### config.mk
export PLATFORM = sky130hd
export DESIGN_NAME = register_vm_instruction_execute
export DESIGN_NICKNAME = d
export VERILOG_FILES = /design/src/rvm_pkg.sv /design/src/rvm_divider.sv /design/src/rvm_ctrl.sv /design/src/rvm_datapath.sv /design/src/register_vm_instruction_execute.sv
export SDC_FILE = /design/constraint.sdc
export NUM_CORES = 2
export LEC_CHECK = 0
export BUFFER_PORTS_ARGS = -buffer_cell sky130_fd_sc_hd__buf_2
export CORE_MARGIN = 4
export CORE_UTILIZATION = 37
export DETAILED_ROUTE_END_ITERATION = 6
export SYNTH_ARGS = -nofsm -noshare
export SYNTH_HDL_FRONTEND = slang
export SYNTH_SLANG_ARGS = --single-unit
### constraint.sdc
create_clock -name aclk -period 8.7 [get_ports aclk]
set_input_delay 0.435 -clock aclk [delete_from_list [all_inputs] [get_ports aclk]]
set_output_delay 0.435 -clock aclk [all_outputs]
set_load 0.02 [all_outputs]
### src/rvm_pkg.sv
`timescale 1ns / 1ps

package rvm_pkg;

    localparam int WORD_W = 32;
    localparam int OPC_W  = 8;

    localparam logic [OPC_W-1:0] OP_HALT = 8'd0;
    localparam logic [OPC_W-1:0] OP_MOVE = 8'd1;
    localparam logic [OPC_W-1:0] OP_LOAD = 8'd2;
    localparam logic [OPC_W-1:0] OP_ADD  = 8'd3;
    localparam logic [OPC_W-1:0] OP_SUB  = 8'd4;
    localparam logic [OPC_W-1:0] OP_MUL  = 8'd5;
    localparam logic [OPC_W-1:0] OP_DIV  = 8'd6;

    typedef struct packed {
        logic load;
        logic read;
        logic exec;
        logic div_take;
        logic commit;
    } rvm_cmd_t;

    typedef struct packed {
        logic op_div;
        logic div_done;
        logic out_free;
    } rvm_sts_t;

endpackage

### src/rvm_divider.sv
`timescale 1ns / 1ps

module rvm_divider (
    input  logic                        aclk,
    input  logic                        aresetn,
    input  logic                        start,
    input  logic [rvm_pkg::WORD_W-1:0]  dividend,
    input  logic [rvm_pkg::WORD_W-1:0]  divisor,
    output logic                        done,
    output logic [rvm_pkg::WORD_W-1:0]  quotient
);

    localparam int W  = rvm_pkg::WORD_W;
    localparam int CW = $clog2(W);

    logic          busy_reg;
    logic          done_reg;
    logic [CW-1:0] cnt_reg;
    logic [W-1:0]  rem_reg;
    logic [W-1:0]  quo_reg;
    logic [W-1:0]  dvs_reg;
    logic [W+1:0]  diff;

    // restoring step: one quotient bit per cycle
    assign diff = {1'b0, rem_reg, quo_reg[W-1]} - {2'b00, dvs_reg};

    always_ff @(posedge aclk) begin
        if (!aresetn) begin
            busy_reg <= 1'b0;
            done_reg <= 1'b0;
            cnt_reg  <= '0;
        end else begin
            done_reg <= 1'b0;
            if (start) begin
                busy_reg <= 1'b1;
                cnt_reg  <= '0;
            end else if (busy_reg) begin
                cnt_reg <= cnt_reg + 1'b1;
                if (cnt_reg == CW'(W - 1)) begin
                    busy_reg <= 1'b0;
                    done_reg <= 1'b1;
                end
            end
        end
    end

    always_ff @(posedge aclk) begin
        if (start) begin
            rem_reg <= '0;
            quo_reg <= dividend;
            dvs_reg <= divisor;
        end else if (busy_reg) begin
            if (!diff[W+1]) begin
                rem_reg <= diff[W-1:0];
                quo_reg <= {quo_reg[W-2:0], 1'b1};
            end else begin
                rem_reg <= {rem_reg[W-2:0], quo_reg[W-1]};
                quo_reg <= {quo_reg[W-2:0], 1'b0};
            end
        end
    end

    assign done     = done_reg;
    assign quotient = quo_reg;

endmodule

### src/rvm_ctrl.sv
`timescale 1ns / 1ps

module rvm_ctrl (
    input  logic               aclk,
    input  logic               aresetn,
    input  logic               s_valid,
    output logic               s_ready,
    input  rvm_pkg::rvm_sts_t  sts,
    output rvm_pkg::rvm_cmd_t  cmd
);

    typedef enum logic [2:0] {
        ST_IDLE,
        ST_READ,
        ST_EXEC,
        ST_DIVIDE,
        ST_COMMIT
    } state_t;

    state_t state_reg;
    state_t state_next;

    always_comb begin
        state_next = state_reg;
        case (state_reg)
            ST_IDLE: begin
                if (s_valid) begin
                    state_next = ST_READ;
                end
            end
            ST_READ: begin
                state_next = ST_EXEC;
            end
            ST_EXEC: begin
                state_next = sts.op_div ? ST_DIVIDE : ST_COMMIT;
            end
            ST_DIVIDE: begin
                if (sts.div_done) begin
                    state_next = ST_COMMIT;
                end
            end
            ST_COMMIT: begin
                if (sts.out_free) begin
                    state_next = ST_IDLE;
                end
            end
            default: begin
                state_next = ST_IDLE;
            end
        endcase
    end

    always_ff @(posedge aclk) begin
        if (!aresetn) begin
            state_reg <= ST_IDLE;
        end else begin
            state_reg <= state_next;
        end
    end

    assign s_ready      = (state_reg == ST_IDLE);
    assign cmd.load     = (state_reg == ST_IDLE) && s_valid;
    assign cmd.read     = (state_reg == ST_READ);
    assign cmd.exec     = (state_reg == ST_EXEC);
    assign cmd.div_take = (state_reg == ST_DIVIDE) && sts.div_done;
    assign cmd.commit   = (state_reg == ST_COMMIT) && sts.out_free;

endmodule

### src/rvm_datapath.sv
`timescale 1ns / 1ps

module rvm_datapath #(
    parameter int REG_COUNT = 4
) (
    input  logic                        aclk,
    input  logic                        aresetn,
    input  logic [rvm_pkg::WORD_W-1:0]  s_instruction,
    input  rvm_pkg::rvm_cmd_t           cmd,
    output rvm_pkg::rvm_sts_t           sts,
    input  logic                        m_ready,
    output logic                        m_valid,
    output logic                        m_halted,
    output logic                        m_ignored,
    output logic                        m_wrote,
    output logic [1:0]                  m_dest_index,
    output logic [rvm_pkg::WORD_W-1:0]  m_dest_value,
    output logic                        m_divide_by_zero,
    output logic                        m_unknown_opcode
);

    localparam int W  = rvm_pkg::WORD_W;
    localparam int IW = $clog2(REG_COUNT);

    // register field modulo the file size, by repeated subtraction
    function automatic logic [IW-1:0] reg_sel(input logic [3:0] field);
        logic [4:0] v;
        v = {1'b0, field};
        for (int i = 0; i < 8; i++) begin
            if (v >= 5'(REG_COUNT)) begin
                v = v - 5'(REG_COUNT);
            end
        end
        return IW'(v);
    endfunction

    logic [W-1:0]          instr_reg;
    logic [W-1:0]          mem [REG_COUNT];
    logic [REG_COUNT-1:0]  valid_reg;
    logic [W-1:0]          rdb_reg;
    logic [W-1:0]          rdc_reg;
    logic                  rdb_vld_reg;
    logic                  rdc_vld_reg;
    logic                  halt_flag_reg;

    logic                  res_halted_reg;
    logic                  res_ignored_reg;
    logic                  res_wrote_reg;
    logic [IW-1:0]         res_dest_reg;
    logic [W-1:0]          res_value_reg;
    logic                  res_dz_reg;
    logic                  res_unk_reg;

    logic                  res_halted_next;
    logic                  res_ignored_next;
    logic                  res_wrote_next;
    logic [IW-1:0]         res_dest_next;
    logic [W-1:0]          res_value_next;
    logic                  res_dz_next;
    logic                  res_unk_next;

    logic                  m_valid_reg;
    logic                  m_halted_reg;
    logic                  m_ignored_reg;
    logic                  m_wrote_reg;
    logic [1:0]            m_dest_index_reg;
    logic [W-1:0]          m_dest_value_reg;
    logic                  m_dz_reg;
    logic                  m_unk_reg;

    logic [rvm_pkg::OPC_W-1:0] opcode;
    logic [IW-1:0]         ra;
    logic [IW-1:0]         rb;
    logic [IW-1:0]         rc;
    logic [W-1:0]          opb;
    logic [W-1:0]          opc;
    logic [3:0]            dest_ext;
    logic                  div_start;
    logic                  div_done;
    logic [W-1:0]          div_quo;

    assign opcode = instr_reg[31:24];
    assign ra     = reg_sel(instr_reg[23:20]);
    assign rb     = reg_sel(instr_reg[19:16]);
    assign rc     = reg_sel(instr_reg[15:12]);
    assign opb    = rdb_vld_reg ? rdb_reg : '0;
    assign opc    = rdc_vld_reg ? rdc_reg : '0;

    always_ff @(posedge aclk) begin
        if (cmd.load) begin
            instr_reg <= s_instruction;
        end
        if (cmd.read) begin
            rdb_reg     <= mem[rb];
            rdc_reg     <= mem[rc];
            rdb_vld_reg <= valid_reg[rb];
            rdc_vld_reg <= valid_reg[rc];
        end
        if (cmd.commit && res_wrote_reg) begin
            mem[res_dest_reg] <= res_value_reg;
        end
    end

    always_comb begin
        res_halted_next  = halt_flag_reg;
        res_ignored_next = 1'b0;
        res_wrote_next   = 1'b0;
        res_dest_next    = '0;
        res_value_next   = '0;
        res_dz_next      = 1'b0;
        res_unk_next     = 1'b0;
        if (halt_flag_reg) begin
            res_ignored_next = 1'b1;
        end else begin
            case (opcode)
                rvm_pkg::OP_HALT: begin
                    res_halted_next = 1'b1;
                end
                rvm_pkg::OP_MOVE: begin
                    res_wrote_next = 1'b1;
                    res_dest_next  = rb;
                    res_value_next = opc;
                end
                rvm_pkg::OP_LOAD: begin
                    res_wrote_next = 1'b1;
                    res_dest_next  = ra;
                    res_value_next = {24'd0, instr_reg[7:0]};
                end
                rvm_pkg::OP_ADD: begin
                    res_wrote_next = 1'b1;
                    res_dest_next  = ra;
                    res_value_next = opb + opc;
                end
                rvm_pkg::OP_SUB: begin
                    res_wrote_next = 1'b1;
                    res_dest_next  = ra;
                    res_value_next = opb - opc;
                end
                rvm_pkg::OP_MUL: begin
                    res_wrote_next = 1'b1;
                    res_dest_next  = ra;
                    res_value_next = W'(opb * opc);
                end
                rvm_pkg::OP_DIV: begin
                    // quotient arrives later; zero divisor yields all ones there
                    res_wrote_next = 1'b1;
                    res_dest_next  = ra;
                    res_dz_next    = (opc == '0);
                end
                default: begin
                    res_unk_next = 1'b1;
                end
            endcase
        end
    end

    always_ff @(posedge aclk) begin
        if (cmd.exec) begin
            res_halted_reg  <= res_halted_next;
            res_ignored_reg <= res_ignored_next;
            res_wrote_reg   <= res_wrote_next;
            res_dest_reg    <= res_dest_next;
            res_value_reg   <= res_value_next;
            res_dz_reg      <= res_dz_next;
            res_unk_reg     <= res_unk_next;
        end else if (cmd.div_take) begin
            res_value_reg <= div_quo;
        end
    end

    assign div_start = cmd.exec && sts.op_div;

    rvm_divider u_div (
        .aclk     (aclk),
        .aresetn  (aresetn),
        .start    (div_start),
        .dividend (opb),
        .divisor  (opc),
        .done     (div_done),
        .quotient (div_quo)
    );

    assign dest_ext = 4'(res_dest_reg);

    always_ff @(posedge aclk) begin
        if (!aresetn) begin
            valid_reg     <= '0;
            halt_flag_reg <= 1'b0;
            m_valid_reg   <= 1'b0;
        end else begin
            if (cmd.commit) begin
                m_valid_reg   <= 1'b1;
                halt_flag_reg <= halt_flag_reg | res_halted_reg;
                if (res_wrote_reg) begin
                    valid_reg[res_dest_reg] <= 1'b1;
                end
            end else if (m_ready) begin
                m_valid_reg <= 1'b0;
            end
        end
    end

    always_ff @(posedge aclk) begin
        if (cmd.commit) begin
            m_halted_reg     <= res_halted_reg;
            m_ignored_reg    <= res_ignored_reg;
            m_wrote_reg      <= res_wrote_reg;
            m_dest_index_reg <= res_wrote_reg ? dest_ext[1:0] : 2'd0;
            m_dest_value_reg <= res_wrote_reg ? res_value_reg : '0;
            m_dz_reg         <= res_dz_reg;
            m_unk_reg        <= res_unk_reg;
        end
    end

    assign sts.op_div   = (opcode == rvm_pkg::OP_DIV) && !halt_flag_reg;
    assign sts.div_done = div_done;
    assign sts.out_free = !m_valid_reg || m_ready;

    assign m_valid          = m_valid_reg;
    assign m_halted         = m_halted_reg;
    assign m_ignored        = m_ignored_reg;
    assign m_wrote          = m_wrote_reg;
    assign m_dest_index     = m_dest_index_reg;
    assign m_dest_value     = m_dest_value_reg;
    assign m_divide_by_zero = m_dz_reg;
    assign m_unknown_opcode = m_unk_reg;

endmodule

### src/register_vm_instruction_execute.sv
`timescale 1ns / 1ps

// Channel   Ports                                   Moves
// --------  --------------------------------------  -------------------------------
// s_        s_valid, s_ready, s_instruction         one instruction word per request
// m_        m_valid, m_ready, m_halted .. m_unknown one execution result per request
//
// Non-divide instructions pass through accept, register read, execute and
// commit before the next accept slot; divide adds a wait for the bit-serial
// divider between execute and commit. Synchronous active-low reset clears the
// register file valid bits and the halt flag; the file reads as zero until
// written. A stalled m_ holds its result; a new request is taken meanwhile and
// waits at commit until the output register frees.

module register_vm_instruction_execute #(
    parameter int REG_COUNT = 4
) (
    input  logic                        aclk,
    input  logic                        aresetn,
    input  logic                        s_valid,
    output logic                        s_ready,
    input  logic [rvm_pkg::WORD_W-1:0]  s_instruction,
    output logic                        m_valid,
    input  logic                        m_ready,
    output logic                        m_halted,
    output logic                        m_ignored,
    output logic                        m_wrote,
    output logic [1:0]                  m_dest_index,
    output logic [rvm_pkg::WORD_W-1:0]  m_dest_value,
    output logic                        m_divide_by_zero,
    output logic                        m_unknown_opcode
);

    rvm_pkg::rvm_cmd_t cmd;
    rvm_pkg::rvm_sts_t sts;

    rvm_ctrl u_ctrl (
        .aclk    (aclk),
        .aresetn (aresetn),
        .s_valid (s_valid),
        .s_ready (s_ready),
        .sts     (sts),
        .cmd     (cmd)
    );

    rvm_datapath #(
        .REG_COUNT (REG_COUNT)
    ) u_dp (
        .aclk             (aclk),
        .aresetn          (aresetn),
        .s_instruction    (s_instruction),
        .cmd              (cmd),
        .sts              (sts),
        .m_ready          (m_ready),
        .m_valid          (m_valid),
        .m_halted         (m_halted),
        .m_ignored        (m_ignored),
        .m_wrote          (m_wrote),
        .m_dest_index     (m_dest_index),
        .m_dest_value     (m_dest_value),
        .m_divide_by_zero (m_divide_by_zero),
        .m_unknown_opcode (m_unknown_opcode)
    );

endmodule
# --- Word level (Yosys, flattened, before mapping) ---
# Memory sizes are Yosys's and may differ from the RTL's. A register that Yosys moved wholly into a read port is not among the register bits.
# Index checks and enable logic that the tools add are counted.
classes:
  add_sub_neg: 28
  n_mul: 1
  magnitude_cmp: 28
  eq_ne: 14
  n_mux: 58
  n_bitwise: 5
  n_reduce_logical: 24
ops:
  columns: ["cell", "count"]
  rows:
  - ["32-bit two-way mux", 8]
  - ["32-bit case mux with 5 select lines", 1]
  - ["5-bit by 3-bit greater-or-equal comparator with 1-bit output, second input constant", 21]
  - ["5-bit two-way mux", 21]
  - ["5-bit by 3-bit subtractor with 5-bit output, second input constant", 18]
  - ["33-bit by 32-bit subtractor with 34-bit output", 1]
  - ["32-bit adder", 1]
  - ["32-bit zero test", 1]
  - ["32-bit by 32-bit multiplier with 32-bit output", 1]
  - ["32-bit subtractor", 1]
  - ["8-bit by 3-bit == test with 1-bit output, second input constant", 3]
  - ["8-bit by 2-bit == test with 1-bit output, second input constant", 2]
  - ["1-bit two-way mux", 16]
  - ["3-bit case mux with 5 select lines", 1]
  - ["4-bit by 3-bit subtractor with 5-bit output, second input constant", 3]
  - ["4-bit by 3-bit greater-or-equal comparator with 1-bit output, second input constant", 3]
  - ["3-bit two-way mux", 4]
  - ["2-bit by 3-bit < comparator with 1-bit output, second input constant", 3]
  - ["8-bit by 1-bit == test with 1-bit output, second input constant", 1]
  - ["8-bit zero test", 1]
  - ["1-bit logical AND", 7]
  - ["7-bit OR reduction", 1]
  - ["3-bit by 2-bit == test with 1-bit output, second input constant", 2]
  - ["2-bit two-way mux", 3]
  - ["24 further kinds", 34]
totals:
  register_bits: 224
  mem_bits_rw: 128
  input_bits: 36
  out_inout_bits: 41
  memories: 1
memory_table:
  columns: ["memory", "words", "word_bits", "read_ports", "rd_clocked_by_memory_dff", "write_ports", "line", "source"]
  rows:
  - ["u_dp.mem", 4, 32, 2, 2, 1, "rvm_datapath.sv:38", "logic [W-1:0] mem [REG_COUNT];"]

# --- Logic depth before layout (Yosys ltp) ---
logic_depth:
  word_depth: 18
  mapped_depth: 31

# --- Modules after synthesis ---
# Synthesis repeated with hierarchy kept, for this count alone.
hier_totals:
  hier_cells: 3379
  area_unflattened_um2: 35524.1
by_module_without_submodules:
  columns: ["mod", "n_inst", "cells_each", "area_per_inst_um2", "seq_area_each_um2"]
  rows:
  - ["rvm_datapath", 1, 2768, 29469.5, 8948.6]
  - ["rvm_divider", 1, 581, 5843.1, 2702.6]
  - ["rvm_ctrl", 1, 30, 211.5, 60.1]

# --- Worst setup path after synthesis ---
# Ideal clock, no wire load.
synth_path:
  path_kind: "register -> register"
  startpoint: "register u_dp.rdc_vld_reg"
  endpoint: "register u_dp.res_value_reg[31], data pin"
  setup_time_ns: 0.265
  arrival_time_ns: 7.224
  t_required_ns: 8.435
  path_slack_ns: 1.211
  path_stages_with_launch: 30
  synth_period_minus_slack_ns: 7.489
  cell_sequence: "edfxtp_1 > buf_2 > buf_2 > nand2_1 > clkbuf_1 > nor2_1 > fa_1 > inv_1 > fa_1 > fa_1 > fa_1 > inv_1 > fa_1 > inv_1 > fa_1 > inv_1 > fa_1 > fa_1 > ha_1 > o21ai_0 > o21bai_1 > nor3_1 > o41ai_1 > a21oi_1 > nand2b_1 > a41o_1 > o41ai_2 > xnor2_1 > a221oi_2 > a21oi_2"
synth_via:
  elab_chain_cells: 5
synth_rtl:
  columns: ["item", "line", "source"]
  rows:
  - ["from (decl)", "rvm_datapath.sv:43", "logic rdc_vld_reg;"]
  - ["from (signal assigned)", "rvm_datapath.sv:97", "rdc_vld_reg <= valid_reg[rc];"]
  - ["32-bit two-way mux *", "rvm_datapath.sv:87", "assign opc = rdc_vld_reg ? rdc_reg : '0;"]
  - ["32-bit by 32-bit multiplier with 32-bit output (tied with other cells)", "rvm_datapath.sv:142", "res_value_next = W'(opb * opc);"]
  - ["32-bit case mux with 5 select lines *", "rvm_datapath.sv:115", "case (opcode)"]
  - ["32-bit two-way mux *", "rvm_datapath.sv:112", "if (halt_flag_reg) begin"]
  - ["32-bit two-way mux *", "rvm_datapath.sv:158", "if (cmd.exec) begin"]
  - ["to (signal assigned)", "rvm_datapath.sv:163", "res_value_reg <= res_value_next;"]
  - ["to (signal assigned)", "rvm_datapath.sv:167", "res_value_reg <= div_quo;"]
  - ["to (decl)", "rvm_datapath.sv:50", "logic [W-1:0] res_value_reg;"]
# Mark *: on every way between the ends. The rest lies on a longest branch, timed or not.
# A chain may end at the register's enable or synchronous reset.

# --- Worst setup path in the final report ---
layout_path:
  startpoint: "register u_dp.rdc_vld_reg"
  endpoint: "register u_dp.res_value_reg[30], data pin"
# Same word-level chain as after synthesis.

==> flow_metrics.tcl <==
set metrics [dict create \
    final_cell_mix "459 x inv_1, 410 x fa_1, 409 x nor2_1" \
    cap_violations 0 \
    worstHoldPathType "in2reg" \
    clk-insertion-delay-late_ns 0.61 \
    worstPathMaxFanout 11 \
    rows 112 \
    grt.busiest_layer "met2" \
    clockRootBuffer "clkbuf_16" \
    cp_data_required_time_ns 9.13 \
    slowest_stage "edfxtp_1" \
    io_pins 77 \
    mostFrequentLayoutCell "inv_1" \
    final_nets 4112 \
    holdCritStartpoint "s_instruction[24]" \
    clock_path_buffers 3 \
    portBuffers 66 \
    syn_area_per_cell_um2 10.6 \
    setup_viol 0 \
    die_w_um 315 \
    critPathKind "reg2reg" \
    globalRouteTotalUtil 0.222 \
    h-tree-depth 2 \
    grt-ovfl-total 0 \
    grt_use_met2 0.355 \
    gp_congestion 1.00 \
    start_util 0.373 \
    critPathTopFamily "adder cells" \
    drtAntennaViolNets 0 \
    cts_tree "built" \
    setup_ws_ns 0.459 \
    cp_num_buf_inv 10 \
    arrival_ns 8.68 \
    synth_seq_area_share 0.337 \
    routed_via_density 5.30 \
    regMostFlops "u_dp.mem" \
    layout_min_cycle_time_ns 8.24 \
    vias 25300 \
    cpMostUsedCell "fa_1" \
    synthCells 3285 \
    violations "DRC" \
    die_area_um2 99000 \
    ys_async_sr_fraction 0 \
    wirelength_mm 108 \
    reg2reg_from "u_dp.rdc_vld_reg" \
    preCtsSetupSlack_ns 0.297 \
    post_cts_buffers 0 \
    leakage_nw 16.8 \
    yosys_most_used_dff "edfxtp_1" \
    grt_max_degree 70 \
    cp-end-kind "flop" \
    grt_pass1_vias 26600 \
    gr-usage-met1 0.295 \
    fill_cells 9003 \
    die_y_um 315 \
    drc 10 \
    synth_edf_count 358 \
    cts_made_buffers 42 \
    vdd_drop_max_mv 0.192 \
    clkTransAtPathRegs_ns 0.06 \
    max_freq_mhz 121 \
    finClkSkew_ns 0.0578 \
    slew_viol_final 0 \
    rsz0062_at_grt "false" \
    grtUsageMet3 0.0468 \
    tightest_slew_ns 1.09 \
    cts_sinks 406 \
    coreArea_um2 93300 \
    grt_first_pass_wirelength_mm 164 \
    powerDensity_nw_per_um2 179 \
    synth_area_um2 34800 \
    synth_nets 3921 \
    critPathLaunchType "flop" \
    syn2layout_area_growth_pct 13.5 \
    synth_cell_types 81 \
    tns_ns 0 \
    yosysWarnings 0 \
    largest_register_ffs 128 \
    synth_seq_cells 406 \
    slowest_delay_ns 0.58 \
    first_pass_iters 7 \
    crit_start "u_dp.rdc_vld_reg" \
    drtIter0Drc 2586 \
    layout-drive-gt1-share 0.122 \
    timing.slew.headroom 0.271 \
    wire_per_inst_um 22.7 \
    hpwl_mm 82.9 \
    run_status "finished with violations" \
    min_period_over_period 0.947 \
    final_hold_viol_count 0 \
    grt_antenna_before_repair 5 \
]
[what timing repair did]
item                                    in CTS  in global routing
hold buffers                                20                  0
endpoints found under the setup margin       0                  2
endpoints found under the hold margin       20                  0
gates resized for setup                      0                  4
[Yosys cell counts, types with 11 or more instances]
library cell | n | area (um^2)
nor2b_1 | 17 | 106
nor2_1 | 410 | 1540
xor2_1 | 28 | 245
fa_1 | 410 | 8210
mux4_2 | 66 | 1490
a21oi_1 | 99 | 495
nand2_1 | 379 | 1420
a222oi_1 | 16 | 160
and2_1 | 47 | 294
o21a_1 | 26 | 195
xnor2_1 | 134 | 1170
edfxtp_1 | 358 | 10800
o21ai_1 | 17 | 85.1
nand3_1 | 11 | 55.1
mux2i_1 | 32 | 320
buf_1 | 12 | 45.0
nor3_1 | 14 | 70.1
a31oi_1 | 15 | 93.8
clkbuf_1 | 106 | 398
clkinv_1 | 29 | 109
nand2b_1 | 20 | 125
dfxtp_1 | 48 | 961
ha_1 | 190 | 2380
a21o_1 | 32 | 240
inv_1 | 461 | 1730
o21ai_0 | 134 | 671
[metrics by stage]
stage                util  hold WS (ns)  total power, mW  instance area [um^2]  std cells
finish              0.423        0.0279             7.06                 39500       4762
global route        0.423        0.0160             7.46                 39500       4761
CTS                 0.423        0.0154             7.07                 39400       4761
detailed placement  0.405         0.412             5.19                 37800       4666
global placement    0.405         0.412             5.20                 37800       4666
floorplan               -         0.400             4.18                 34800       3285
[routing by layer]
layer	part of all wire	wire, um
met1	0.40	43700
met2	0.46	49200
met3	0.092	9980
met4	0.048	5130
met5	0.00012	13
[kinds of logic after synthesis]
logic type	after synthesis	synth area share
xor+xnor	163	0.0413
compound gates	444	0.0825
buf+inv	627	0.0691
flops	406	0.337
mux	100	0.0526
fa+ha+maj	600	0.304
simple gates	945	0.113
[cell type report]
type / instances / area, um^2 / share of cell area
clock buffer: 49 / 1090 / 0.0276
inverter: 493 / 1860 / 0.0472
timing repair buffer: 281 / 2170 / 0.0550
clock inverter: 26 / 328 / 0.00831
sequential: 406 / 11700 / 0.297
tap: 1254 / 1570 / 0.0398
multi-input combinational: 2252 / 20700 / 0.525
antenna: 1 / 2.50 / 0.0000634
[power by group]
group          switching (mW)  internal (mW)  leakage (nW)  total, mW
Clock                   0.774           1.06         0.679       1.83
Sequential             0.0446           2.17          3.67       2.22
Combinational            1.74           1.27          12.5       3.01
Total                    2.56           4.50          16.8       7.06
[worst paths after layout]
kind,cells after the start,slack (ns),end
min,1,0.03,u_dp.instr_reg[24]
max,30,0.46,u_dp.res_value_reg[30]
min reg2reg,0,0.43,u_dp.m_unknown_opcode
max reg2reg,30,0.46,u_dp.res_value_reg[30]
Note: power is estimated with default switching activity, not from simulation.
